[src/design/urm_pkg.sv]
`default_nettype none

package urm_pkg;

   // Sizing of the sorted row of cells
   localparam int MAX_PINGS = 16;
   localparam int CNT_W     = $clog2(MAX_PINGS + 1);
   localparam int IDX_W     = (MAX_PINGS > 1) ? $clog2(MAX_PINGS) : 1;

   // Field widths
   localparam int DIST_W  = 13;
   localparam int TICK_W  = 20;
   localparam int US_W    = 16;
   localparam int TRIG_W  = 8;
   localparam int REQ_W   = 5;
   localparam int CSR_A_W = 3;
   localparam int CSR_D_W = 20;

   // Register indexes
   localparam logic [CSR_A_W-1:0] CSR_SCALE      = 3'd0;
   localparam logic [CSR_A_W-1:0] CSR_MAX_PULSE  = 3'd1;
   localparam logic [CSR_A_W-1:0] CSR_MIN_DIST   = 3'd2;
   localparam logic [CSR_A_W-1:0] CSR_MAX_DIST   = 3'd3;
   localparam logic [CSR_A_W-1:0] CSR_TIMEOUT    = 3'd4;
   localparam logic [CSR_A_W-1:0] CSR_PERIOD     = 3'd5;
   localparam logic [CSR_A_W-1:0] CSR_TRIG_WIDTH = 3'd6;

   // Register reset values
   localparam logic [US_W-1:0]   RST_SCALE      = 16'd1126;
   localparam logic [US_W-1:0]   RST_MAX_PULSE  = 16'd29099;
   localparam logic [DIST_W-1:0] RST_MIN_DIST   = 13'd48;
   localparam logic [DIST_W-1:0] RST_MAX_DIST   = 13'd8000;
   localparam logic [US_W-1:0]   RST_TIMEOUT    = 16'd29000;
   localparam logic [TICK_W-1:0] RST_PERIOD     = 20'd40000;
   localparam logic [TRIG_W-1:0] RST_TRIG_WIDTH = 8'd10;

   typedef struct packed {
      logic             start_req;
      logic [REQ_W-1:0] pings_requested;
      logic             echo_level;
   } urm_req_type;

   typedef struct packed {
      logic              trigger_level;
      logic              busy_res;
      logic              ping_done;
      logic              ping_echoed;
      logic [DIST_W-1:0] ping_cm_q4;
      logic              median_done;
      logic              median_found;
      logic [DIST_W-1:0] median_cm_q4;
      logic [REQ_W-1:0]  pings_used;
   } urm_rsp_type;

   // Control broadcast along the row of cells
   typedef struct packed {
      logic              clear;
      logic              ins;
      logic [DIST_W-1:0] value;
   } urm_sort_ctl_type;

   // Zero counts as one ping, large counts are held at the row length
   function automatic logic [CNT_W-1:0] clamp_pings(input logic [REQ_W-1:0] req);
      int v;
      v = int'(req);
      if (v == 0) begin
         v = 1;
      end
      if (v > MAX_PINGS) begin
         v = MAX_PINGS;
      end
      return CNT_W'(v);
   endfunction

endpackage

`default_nettype wire

[src/design/urm_cell.sv]
`default_nettype none

module urm_cell (
   input  wire logic                      clock,
   input  wire urm_pkg::urm_sort_ctl_type ctl,
   input  wire logic                      in_list,
   input  wire logic                      left_keep,
   input  wire logic [urm_pkg::DIST_W-1:0] left_value,
   output logic                           keep,
   output logic [urm_pkg::DIST_W-1:0]     value
);

   logic [urm_pkg::DIST_W-1:0] value_ff;
   logic [urm_pkg::DIST_W-1:0] value_in;

   // Hold when this entry is not smaller than the new one (equal entries stay ahead)
   assign keep  = in_list && (value_ff >= ctl.value);
   assign value = value_ff;

   // Hold, take the new entry, or take the left neighbour's entry
   always_comb begin
      value_in = value_ff;
      if (ctl.ins && !keep) begin
         if (left_keep) begin
            value_in = ctl.value;
         end else begin
            value_in = left_value;
         end
      end
   end

   always_ff @(posedge clock) begin
      value_ff <= value_in;
   end

endmodule

`default_nettype wire

[src/design/urm_sorter.sv]
`default_nettype none

module urm_sorter (
   input  wire logic                      clock,
   input  wire logic                      reset,
   input  wire urm_pkg::urm_sort_ctl_type ctl,
   output logic [urm_pkg::CNT_W-1:0]      count,
   output logic [urm_pkg::DIST_W-1:0]     median
);

   logic [urm_pkg::CNT_W-1:0]  count_ff;
   logic [urm_pkg::CNT_W-1:0]  count_in;
   logic                       ins_ok;
   urm_pkg::urm_sort_ctl_type  cell_ctl;
   logic                       keep       [urm_pkg::MAX_PINGS];
   logic [urm_pkg::DIST_W-1:0] cell_value [urm_pkg::MAX_PINGS];

   // Drop an insertion once the row is full
   assign ins_ok = ctl.ins && (count_ff < urm_pkg::CNT_W'(urm_pkg::MAX_PINGS));

   always_comb begin
      cell_ctl     = ctl;
      cell_ctl.ins = ins_ok;
   end

   // Row of cells, descending from cell 0
   for (genvar gi = 0; gi < urm_pkg::MAX_PINGS; gi++) begin : g_cell
      if (gi == 0) begin : g_head
         urm_cell u_cell (
            .clock      (clock),
            .ctl        (cell_ctl),
            .in_list    (count_ff > urm_pkg::CNT_W'(gi)),
            .left_keep  (1'b1),
            .left_value (ctl.value),
            .keep       (keep[gi]),
            .value      (cell_value[gi])
         );
      end else begin : g_body
         urm_cell u_cell (
            .clock      (clock),
            .ctl        (cell_ctl),
            .in_list    (count_ff > urm_pkg::CNT_W'(gi)),
            .left_keep  (keep[gi-1]),
            .left_value (cell_value[gi-1]),
            .keep       (keep[gi]),
            .value      (cell_value[gi])
         );
      end
   end

   // Advance the fill count, clear it at the start of a run
   always_comb begin
      count_in = count_ff;
      if (ctl.clear) begin
         count_in = '0;
      end else if (ins_ok) begin
         count_in = count_ff + urm_pkg::CNT_W'(1);
      end
   end

   always_ff @(posedge clock) begin
      if (reset) begin
         count_ff <= '0;
      end else begin
         count_ff <= count_in;
      end
   end

   assign count  = count_ff;
   assign median = cell_value[urm_pkg::IDX_W'(count_ff >> 1)];

endmodule

`default_nettype wire

[src/design/ultrasonic_ranger_median.sv]
// Each accepted tick passes through accept, 16x16 multiply, round and range
// check, insertion into the cell row and result send; a new tick is taken
// only once the previous one is sent. A stalled result holds the next tick
// in its send stage and no further tick is accepted until it drains.
// Reset (synchronous) restores register defaults and idles the ranger; the
// sorted cells are not cleared and are only read after being written in a run.
`default_nettype none

module ultrasonic_ranger_median (
   input  wire logic                       clock,
   input  wire logic                       reset,
   input  wire logic                       req_valid,
   output logic                            req_ready,
   input  wire urm_pkg::urm_req_type       req_data,
   output logic                            rsp_valid,
   input  wire logic                       rsp_ready,
   output urm_pkg::urm_rsp_type            rsp_data,
   input  wire logic                       csr_valid,
   output logic                            csr_ready,
   input  wire logic [urm_pkg::CSR_A_W-1:0] csr_index,
   input  wire logic [urm_pkg::CSR_D_W-1:0] csr_data
);

   typedef enum logic [1:0] {PH_IDLE, PH_PING, PH_WAIT} phase_type;
   typedef enum logic [2:0] {SQ_TAKE, SQ_MUL, SQ_CONV, SQ_INS, SQ_SEND} seq_type;

   localparam int TE_W   = urm_pkg::TICK_W + 2;
   localparam int PROD_W = 2 * urm_pkg::US_W;
   localparam int D_W    = PROD_W + 1 - 12;

   // Configuration registers
   logic [urm_pkg::US_W-1:0]   scale_ff, scale_in;
   logic [urm_pkg::US_W-1:0]   max_pulse_ff, max_pulse_in;
   logic [urm_pkg::DIST_W-1:0] min_dist_ff, min_dist_in;
   logic [urm_pkg::DIST_W-1:0] max_dist_ff, max_dist_in;
   logic [urm_pkg::US_W-1:0]   timeout_ff, timeout_in;
   logic [urm_pkg::TICK_W-1:0] period_ff, period_in;
   logic [urm_pkg::TRIG_W-1:0] trig_width_ff, trig_width_in;

   // Ranging state
   phase_type                  phase_ff, phase_in;
   seq_type                    seq_ff, seq_in;
   logic [urm_pkg::TICK_W-1:0] tick_ff, tick_in;
   logic [urm_pkg::US_W-1:0]   pulse_ff, pulse_in;
   logic                       echo_seen_ff, echo_seen_in;
   logic [urm_pkg::CNT_W-1:0]  attempts_ff, attempts_in;

   // Per-tick working registers
   logic                       trig_ff, trig_in;
   logic                       busy_ff, busy_in;
   logic                       pdone_ff, pdone_in;
   logic                       echo_end_ff, echo_end_in;
   logic                       mdone_ff, mdone_in;
   logic [urm_pkg::US_W-1:0]   width_ff, width_in;
   logic [PROD_W-1:0]          prod_ff, prod_in;
   logic                       pecho_ff, pecho_in;
   logic [urm_pkg::DIST_W-1:0] pcm_ff, pcm_in;
   logic                       rsp_valid_ff, rsp_valid_in;
   urm_pkg::urm_rsp_type       rsp_ff, rsp_in;

   // Tick decode
   logic                       take;
   logic                       begin_run, begin_ping;
   phase_type                  ph0;
   logic [urm_pkg::TICK_W-1:0] t0;
   logic [urm_pkg::US_W-1:0]   pw0;
   logic                       es0;
   logic [urm_pkg::CNT_W-1:0]  att0;
   logic [TE_W-1:0]            trig_end, echo_end_tick;
   logic                       in_lead, in_trig, timed_out;
   logic [D_W-1:0]             dist_q4;
   logic                       out_free;

   urm_pkg::urm_sort_ctl_type  sort_ctl;
   logic [urm_pkg::CNT_W-1:0]  sort_count;
   logic [urm_pkg::DIST_W-1:0] sort_median;

   assign take      = req_valid && req_ready;
   assign req_ready = (seq_ff == SQ_TAKE);
   assign csr_ready = 1'b1;
   assign rsp_valid = rsp_valid_ff;
   assign rsp_data  = rsp_ff;
   assign out_free  = !rsp_valid_ff || rsp_ready;

   // Round to nearest Q4 centimetres
   assign dist_q4 = D_W'(({1'b0, prod_ff} + (PROD_W + 1)'(2048)) >> 12);

   // Ping timing boundaries
   assign trig_end      = TE_W'(trig_width_ff) + TE_W'(2);
   assign echo_end_tick = trig_end + TE_W'(timeout_ff);

   // Decode one tick: pacing, trigger, echo timing
   always_comb begin
      begin_run  = (phase_ff == PH_IDLE) && req_data.start_req;
      begin_ping = begin_run || ((phase_ff == PH_WAIT) && (tick_ff >= period_ff));
      ph0  = begin_ping ? PH_PING : phase_ff;
      t0   = begin_ping ? '0 : tick_ff;
      pw0  = begin_ping ? '0 : pulse_ff;
      es0  = begin_ping ? 1'b0 : echo_seen_ff;
      att0 = begin_run ? urm_pkg::clamp_pings(req_data.pings_requested) : attempts_ff;

      in_lead   = t0 < urm_pkg::TICK_W'(2);
      in_trig   = !in_lead && (TE_W'(t0) < trig_end);
      timed_out = TE_W'(t0) >= echo_end_tick;

      phase_in     = ph0;
      pulse_in     = pw0;
      echo_seen_in = es0;
      attempts_in  = att0;
      trig_in      = 1'b0;
      pdone_in     = 1'b0;
      echo_end_in  = 1'b0;
      mdone_in     = 1'b0;
      width_in     = (pw0 < max_pulse_ff) ? pw0 : max_pulse_ff;

      if (ph0 == PH_PING) begin
         if (in_lead) begin
            trig_in = 1'b0;
         end else if (in_trig) begin
            trig_in = 1'b1;
         end else if (timed_out) begin
            pdone_in = 1'b1;
         end else if (es0 && !req_data.echo_level) begin
            pdone_in    = 1'b1;
            echo_end_in = 1'b1;
         end else if (req_data.echo_level) begin
            echo_seen_in = 1'b1;
            if (!es0) begin
               pulse_in = urm_pkg::US_W'(1);
            end else if (pw0 != '1) begin
               pulse_in = pw0 + urm_pkg::US_W'(1);
            end
         end
         // Close the ping and either pace the next or finish the run
         if (pdone_in) begin
            echo_seen_in = 1'b0;
            pulse_in     = '0;
            if (att0 != '0) begin
               attempts_in = att0 - urm_pkg::CNT_W'(1);
            end
            if (attempts_in == '0) begin
               mdone_in = 1'b1;
               phase_in = PH_IDLE;
            end else begin
               phase_in = PH_WAIT;
            end
         end
      end

      busy_in = (phase_in != PH_IDLE);
      tick_in = t0;
      if (busy_in && (t0 != '1)) begin
         tick_in = t0 + urm_pkg::TICK_W'(1);
      end
   end

   // Convert the finished echo and range-check it
   always_comb begin
      prod_in  = PROD_W'(width_ff) * PROD_W'(scale_ff);
      pecho_in = echo_end_ff && (dist_q4 <= D_W'(max_dist_ff));
      pcm_in   = '0;
      if (pecho_in) begin
         pcm_in = (dist_q4 < D_W'(min_dist_ff)) ? min_dist_ff : urm_pkg::DIST_W'(dist_q4);
      end
   end

   // Insertion into the cell row
   always_comb begin
      sort_ctl.clear = take && begin_run;
      sort_ctl.ins   = (seq_ff == SQ_INS) && pecho_ff;
      sort_ctl.value = pcm_ff;
   end

   urm_sorter u_sorter (
      .clock  (clock),
      .reset  (reset),
      .ctl    (sort_ctl),
      .count  (sort_count),
      .median (sort_median)
   );

   // Sequence one tick through the working stages
   always_comb begin
      seq_in = seq_ff;
      case (seq_ff)
         SQ_TAKE: if (take) seq_in = SQ_MUL;
         SQ_MUL:  seq_in = SQ_CONV;
         SQ_CONV: seq_in = SQ_INS;
         SQ_INS:  seq_in = SQ_SEND;
         SQ_SEND: if (out_free) seq_in = SQ_TAKE;
         default: seq_in = SQ_TAKE;
      endcase
   end

   // Form the result transaction
   always_comb begin
      rsp_in                = rsp_ff;
      rsp_valid_in          = rsp_valid_ff && !rsp_ready;
      if ((seq_ff == SQ_SEND) && out_free) begin
         rsp_valid_in          = 1'b1;
         rsp_in.trigger_level  = trig_ff;
         rsp_in.busy_res       = busy_ff;
         rsp_in.ping_done      = pdone_ff;
         rsp_in.ping_echoed    = pecho_ff;
         rsp_in.ping_cm_q4     = pcm_ff;
         rsp_in.median_done    = mdone_ff;
         rsp_in.median_found   = mdone_ff && (sort_count != '0);
         rsp_in.median_cm_q4   = (mdone_ff && (sort_count != '0)) ? sort_median : '0;
         rsp_in.pings_used     = mdone_ff ? urm_pkg::REQ_W'(sort_count) : '0;
      end
   end

   // Register writes
   always_comb begin
      scale_in      = scale_ff;
      max_pulse_in  = max_pulse_ff;
      min_dist_in   = min_dist_ff;
      max_dist_in   = max_dist_ff;
      timeout_in    = timeout_ff;
      period_in     = period_ff;
      trig_width_in = trig_width_ff;
      if (csr_valid && csr_ready) begin
         case (csr_index)
            urm_pkg::CSR_SCALE:      scale_in      = csr_data[urm_pkg::US_W-1:0];
            urm_pkg::CSR_MAX_PULSE:  max_pulse_in  = csr_data[urm_pkg::US_W-1:0];
            urm_pkg::CSR_MIN_DIST:   min_dist_in   = csr_data[urm_pkg::DIST_W-1:0];
            urm_pkg::CSR_MAX_DIST:   max_dist_in   = csr_data[urm_pkg::DIST_W-1:0];
            urm_pkg::CSR_TIMEOUT:    timeout_in    = csr_data[urm_pkg::US_W-1:0];
            urm_pkg::CSR_PERIOD:     period_in     = csr_data[urm_pkg::TICK_W-1:0];
            urm_pkg::CSR_TRIG_WIDTH: trig_width_in = csr_data[urm_pkg::TRIG_W-1:0];
            default: ;
         endcase
      end
   end

   always_ff @(posedge clock) begin
      if (reset) begin
         scale_ff      <= urm_pkg::RST_SCALE;
         max_pulse_ff  <= urm_pkg::RST_MAX_PULSE;
         min_dist_ff   <= urm_pkg::RST_MIN_DIST;
         max_dist_ff   <= urm_pkg::RST_MAX_DIST;
         timeout_ff    <= urm_pkg::RST_TIMEOUT;
         period_ff     <= urm_pkg::RST_PERIOD;
         trig_width_ff <= urm_pkg::RST_TRIG_WIDTH;
         phase_ff      <= PH_IDLE;
         seq_ff        <= SQ_TAKE;
         tick_ff       <= '0;
         pulse_ff      <= '0;
         echo_seen_ff  <= 1'b0;
         attempts_ff   <= '0;
         trig_ff       <= 1'b0;
         busy_ff       <= 1'b0;
         pdone_ff      <= 1'b0;
         echo_end_ff   <= 1'b0;
         mdone_ff      <= 1'b0;
         width_ff      <= '0;
         prod_ff       <= '0;
         pecho_ff      <= 1'b0;
         pcm_ff        <= '0;
         rsp_valid_ff  <= 1'b0;
         rsp_ff        <= '0;
      end else begin
         scale_ff      <= scale_in;
         max_pulse_ff  <= max_pulse_in;
         min_dist_ff   <= min_dist_in;
         max_dist_ff   <= max_dist_in;
         timeout_ff    <= timeout_in;
         period_ff     <= period_in;
         trig_width_ff <= trig_width_in;
         seq_ff        <= seq_in;
         rsp_valid_ff  <= rsp_valid_in;
         rsp_ff        <= rsp_in;
         // Advance the ranging state once per accepted tick
         if (take) begin
            phase_ff     <= phase_in;
            tick_ff      <= tick_in;
            pulse_ff     <= pulse_in;
            echo_seen_ff <= echo_seen_in;
            attempts_ff  <= attempts_in;
            trig_ff      <= trig_in;
            busy_ff      <= busy_in;
            pdone_ff     <= pdone_in;
            echo_end_ff  <= echo_end_in;
            mdone_ff     <= mdone_in;
            width_ff     <= width_in;
         end
         if (seq_ff == SQ_MUL) begin
            prod_ff <= prod_in;
         end
         if (seq_ff == SQ_CONV) begin
            pecho_ff <= pecho_in;
            pcm_ff   <= pcm_in;
         end
      end
   end

`ifndef SYNTHESIS
   a_median_on_ping_end: assert property (@(posedge clock) disable iff (reset)
      rsp_valid_ff && rsp_ff.median_done |-> rsp_ff.ping_done)
      else $error("median reported without a finished ping");

   a_found_has_pings: assert property (@(posedge clock) disable iff (reset)
      rsp_valid_ff && rsp_ff.median_found |-> (rsp_ff.pings_used != '0))
      else $error("median found with no echoed ping");

   a_row_bound: assert property (@(posedge clock) disable iff (reset)
      sort_count <= urm_pkg::CNT_W'(urm_pkg::MAX_PINGS))
      else $error("cell row fill count overflow");

   a_one_tick_at_a_time: assert property (@(posedge clock) disable iff (reset)
      take |=> !req_ready)
      else $error("tick taken while the previous one is in flight");

   a_echo_needs_done: assert property (@(posedge clock) disable iff (reset)
      rsp_valid_ff && rsp_ff.ping_echoed |-> rsp_ff.ping_done)
      else $error("echo flagged on an unfinished ping");
`endif

endmodule

`default_nettype wire

[config.mk]
export PLATFORM = sky130hd
export DESIGN_NAME = ultrasonic_ranger_median
export DESIGN_NICKNAME = d
export VERILOG_FILES = /design/src/design/urm_pkg.sv /design/src/design/urm_cell.sv /design/src/design/urm_sorter.sv /design/src/design/ultrasonic_ranger_median.sv
export SDC_FILE = /design/constraint.sdc
export NUM_CORES = 2
export LEC_CHECK = 0
export ABC_AREA = 1
export ABC_CLOCK_PERIOD_IN_PS = 15870
export BUFFER_PORTS_ARGS = -buffer_cell sky130_fd_sc_hd__buf_2
export CAP_MARGIN = 0
export CORE_UTILIZATION = 65
export CTS_CLUSTER_SIZE = 12
export DETAILED_ROUTE_END_ITERATION = 8
export PLACE_DENSITY = 0.81
export SETUP_SLACK_MARGIN = 0.5
export SYNTH_ARGS = -nofsm -noshare
export SYNTH_HDL_FRONTEND = slang
export SYNTH_SLANG_ARGS = --single-unit
[constraint.sdc]
create_clock -name clock -period 15.87 [get_ports clock]
set_input_delay 1.587 -clock clock [delete_from_list [all_inputs] [get_ports clock]]
set_output_delay 1.587 -clock clock [all_outputs]
set_load 0.1 [all_outputs]
==> results.cfg <==
[finish]
n_antenna_cell = 0
regArea_mm2 = 0.0112
fillCellCount = 4518
multi_input_comb_area_mm2 = 0.0220
layout-drive-gt1-share_pct = 5.51
final_common_cell = nand2_1
final_nets = 5280
final_cell_mix = 995 x nand2_1, 730 x inv_1, 437 x o21ai_0
final_cells = 5430
utilization_pct = 70.8
fin_area_mm2 = 0.0393
area_delta_synth_final_pct = 6.72

[pwr]
clockPowerShare_pct = 42.4
power_density_mw_per_mm2 = 73.2
p_int_mw = 2.07
comb_power_share_pct = 13.2
leakage_nw = 18.8
p_total_mw = 2.87
seqPwrFrac_pct = 44.5
p_sw_share_pct = 27.9
ir_drop_mv = 0.108
switching_power_mw = 0.803

[sta]
hold_viol = 0
setup_viol = 0
rsz0062_at_grt = no
fin_tns_setup_ns = 0
period_minus_slack_ns = 6.27
slew_viol_final = 0
fin_worst_skew_ns = 0.0185
slew_headroom_pct = 12.1
finalCritPeriodShare_pct = 39.5
worst_slew_pin_slew_ns = 1.32
max_freq_ghz = 0.160

[worst_setup_path]
critical_path_arrival_ns = 6.76
end_kind = register
critPathKind = register to register
critPathMaxFanout = 17
startpoint_type = register
crit_required_ns = 16.36

[clock_network]
numCtsBuffers = 51
cts_tree = yes
clock_latency_ns = 0.62
ctsHoldBuffers = 0
cts_resized = 0
cts_setup_buffers = 0
path_clk_slew_ns = 0.06
cts-root-buf = clkbuf_16
cts_sinks = 456
ctsHtreeMaxLevel = 2
cts_buffer_depth = 3

[yosys]
synthXorXnorAreaFrac_pct = 1.02
synth_top_area_cell = edfxtp_1
ys_seq_elements = 456
yosysSeqAreaShare_pct = 30.5
yosys.area_share.simple_pct = 17.7
ys_top_cells_by_area = edfxtp_1 17%, ha_1 14%, dfxtp_1 13%
yosysWarnings = 0
ys.flop_type = dfxtp_1
syn_area_mm2 = 0.0368
syn_avg_cell_area_um2 = 7.84
synth_adder_area_share_pct = 24.6
yosysTopAreaCellShare_pct = 17.0
synth_top_family_by_area = adder cells
synth_mux_area_share_pct = 0.0272
syn-num-nets = 5336
synth_cells = 4695
synth-compound-area-share_pct = 16.3
ys_async_sr_fraction_pct = 0
synth-edff-count = 208
synth.distinct_cells = 64

[grt]
grt_pass1_vias = 31200
grt-ovfl-total = 0
track_usage_pct = 36.2
grt_pass1_wl_um = 164000
grt_max_degree = 89
antenna_found_initial = 2

[placement]
portBuffers = 73
placed_area_mm2 = 0.0376
dp_hpwl_um = 74600
routabilityCongestion = 0.965
dp_cells = 5334

[drt]
drc = 0
wl_um = 104000
drtAntennaViolNets = 0
drt_first_iter_violations = 3184
vias = 32700
vias_per_cell = 6.01
routedWlPerCell_um = 19.1
drt_pass1_iterations = 7

[floorplanning]
die_w_um = 240
core_area_mm2 = 0.0555
ioPinCount = 75
num_rows = 86
start_util_pct = 66.3
die_h_um = 240
dieArea_mm2 = 0.0576

[worst_hold_path]
hold_path_class = register to register

[status]
status = completed

[job]
maxCapViolCount = 0
Yosys cell counts, types with 5 or more instances:
| master | number |
|---|---|
| xnor2_1 | 8 |
| nor3_1 | 37 |
| a31oi_1 | 26 |
| a21o_1 | 17 |
| nand3_1 | 124 |
| o221ai_1 | 11 |
| nand4_1 | 66 |
| nor2_4 | 7 |
| nor2_1 | 271 |
| o21ai_0 | 437 |
| nor2_2 | 12 |
| dfxtp_1 | 248 |
| o21ai_1 | 8 |
| inv_1 | 732 |
| inv_2 | 5 |
| clkbuf_1 | 198 |
| o22ai_1 | 10 |
| o21bai_1 | 17 |
| a21oi_1 | 360 |
| ha_1 | 412 |
| fa_1 | 194 |
| a221oi_1 | 10 |
| nand2_1 | 996 |
| a211oi_1 | 12 |
| buf_1 | 12 |
| edfxtp_1 | 208 |
| xor2_1 | 35 |
| a22oi_1 | 78 |
| o211ai_1 | 43 |
| nand2_2 | 8 |
| o21a_1 | 10 |
| nand3b_1 | 7 |
| a2111oi_0 | 5 |
| nor4_1 | 8 |
power by group through the flow:
| stage | registers, mW | clock network, mW | logic (mW) |
|---|---|---|---|
| 4_1_cts | 1.28 | 1.22 | 0.374 |
| 3_3_place_gp | 1.30 | 0 | 0.360 |
| 3_5_place_dp | 1.30 | 0 | 0.371 |
| 5_1_grt | 1.28 | 1.27 | 0.427 |
| 2_1_floorplan | 1.28 | 0 | 0.292 |
| 6_report | 1.28 | 1.22 | 0.378 |
state kept, by name, summed over array words and instances, names as in the netlist, 20 cells and up:
register	flops
u_sorter.g_cell.g_body.u_cell.value	195
rsp_data	37
prod_ff	21
period_ff	20
tick_ff	20
critical path: stages (launching register included):
cell      delay [ns]
dfxtp_1         0.84
nand2_1         0.18
fa_1            0.57
inv_1           0.05
fa_1            0.52
inv_1           0.05
fa_1            0.51
inv_1           0.05
fa_1            0.47
inv_1           0.05
fa_1            0.53
inv_1           0.05
fa_1            0.47
ha_1            0.36
a21oi_1         0.22
inv_1           0.06
a21oi_1         0.11
a21boi_1        0.32
o21ai_0         0.23
a31oi_1         0.24
xor2_1          0.18
a21oi_1         0.07
cells by family (layout without fill, tap and decap cells):
family                   count (synthesis)  after routing
flip-flops                             456            456
multiplexers                             1              1
AO/OA/AOI/OAI                         1066           1066
AND/OR/NAND/NOR                       1561           1561
buffers and inverters                  961            948
other                                    1              1
XOR/XNOR                                43             43
adder cells (fa/ha/maj)                606            606
path summary, 6_finish.rpt:
| path | slack [ns] | to | cells past startpoint | start |
|---|---|---|---|---|
| min reg2reg | 0.46 | rsp_data[5] | 2 | rsp_data[5] |
| max | 9.60 | prod_ff[31] | 21 | width_ff[8] |
| min | 0.46 | rsp_data[5] | 2 | rsp_data[5] |
| max reg2reg | 9.60 | prod_ff[31] | 21 | width_ff[8] |
routing by layer:
metal | routed length [µm] | vias up | GRT usage, %
li1 | - | 15400 | -
met1 | 40500 | 15200 | 46.2
met2 | 47700 | 1605 | 59.1
met3 | 9270 | 391 | 5.97
met4 | 6060 | 4 | 19.1
met5 | 23 | - | 0
final cells by class:
| class | instances | share of cell area (%) |
|---|---|---|
| clock buffers | 84 | 4.19 |
| clock inverters | 12 | 0.207 |
| inverters | 740 | 7.08 |
| multi-input cells | 3278 | 55.9 |
| flip-flops and latches | 456 | 28.5 |
| well taps | 748 | 2.38 |
| repair buffers | 112 | 1.68 |
per-stage QoR:
step           hold WS (ns)  setup WS [ns]
3_5_place_dp          0.454           9.66
5_1_grt               0.479           9.29
6_report              0.461           9.60
2_1_floorplan         0.430          10.07
4_1_cts               0.463           9.65
3_3_place_gp          0.450           9.85
Note: power is estimated with default switching activity, not from simulation.
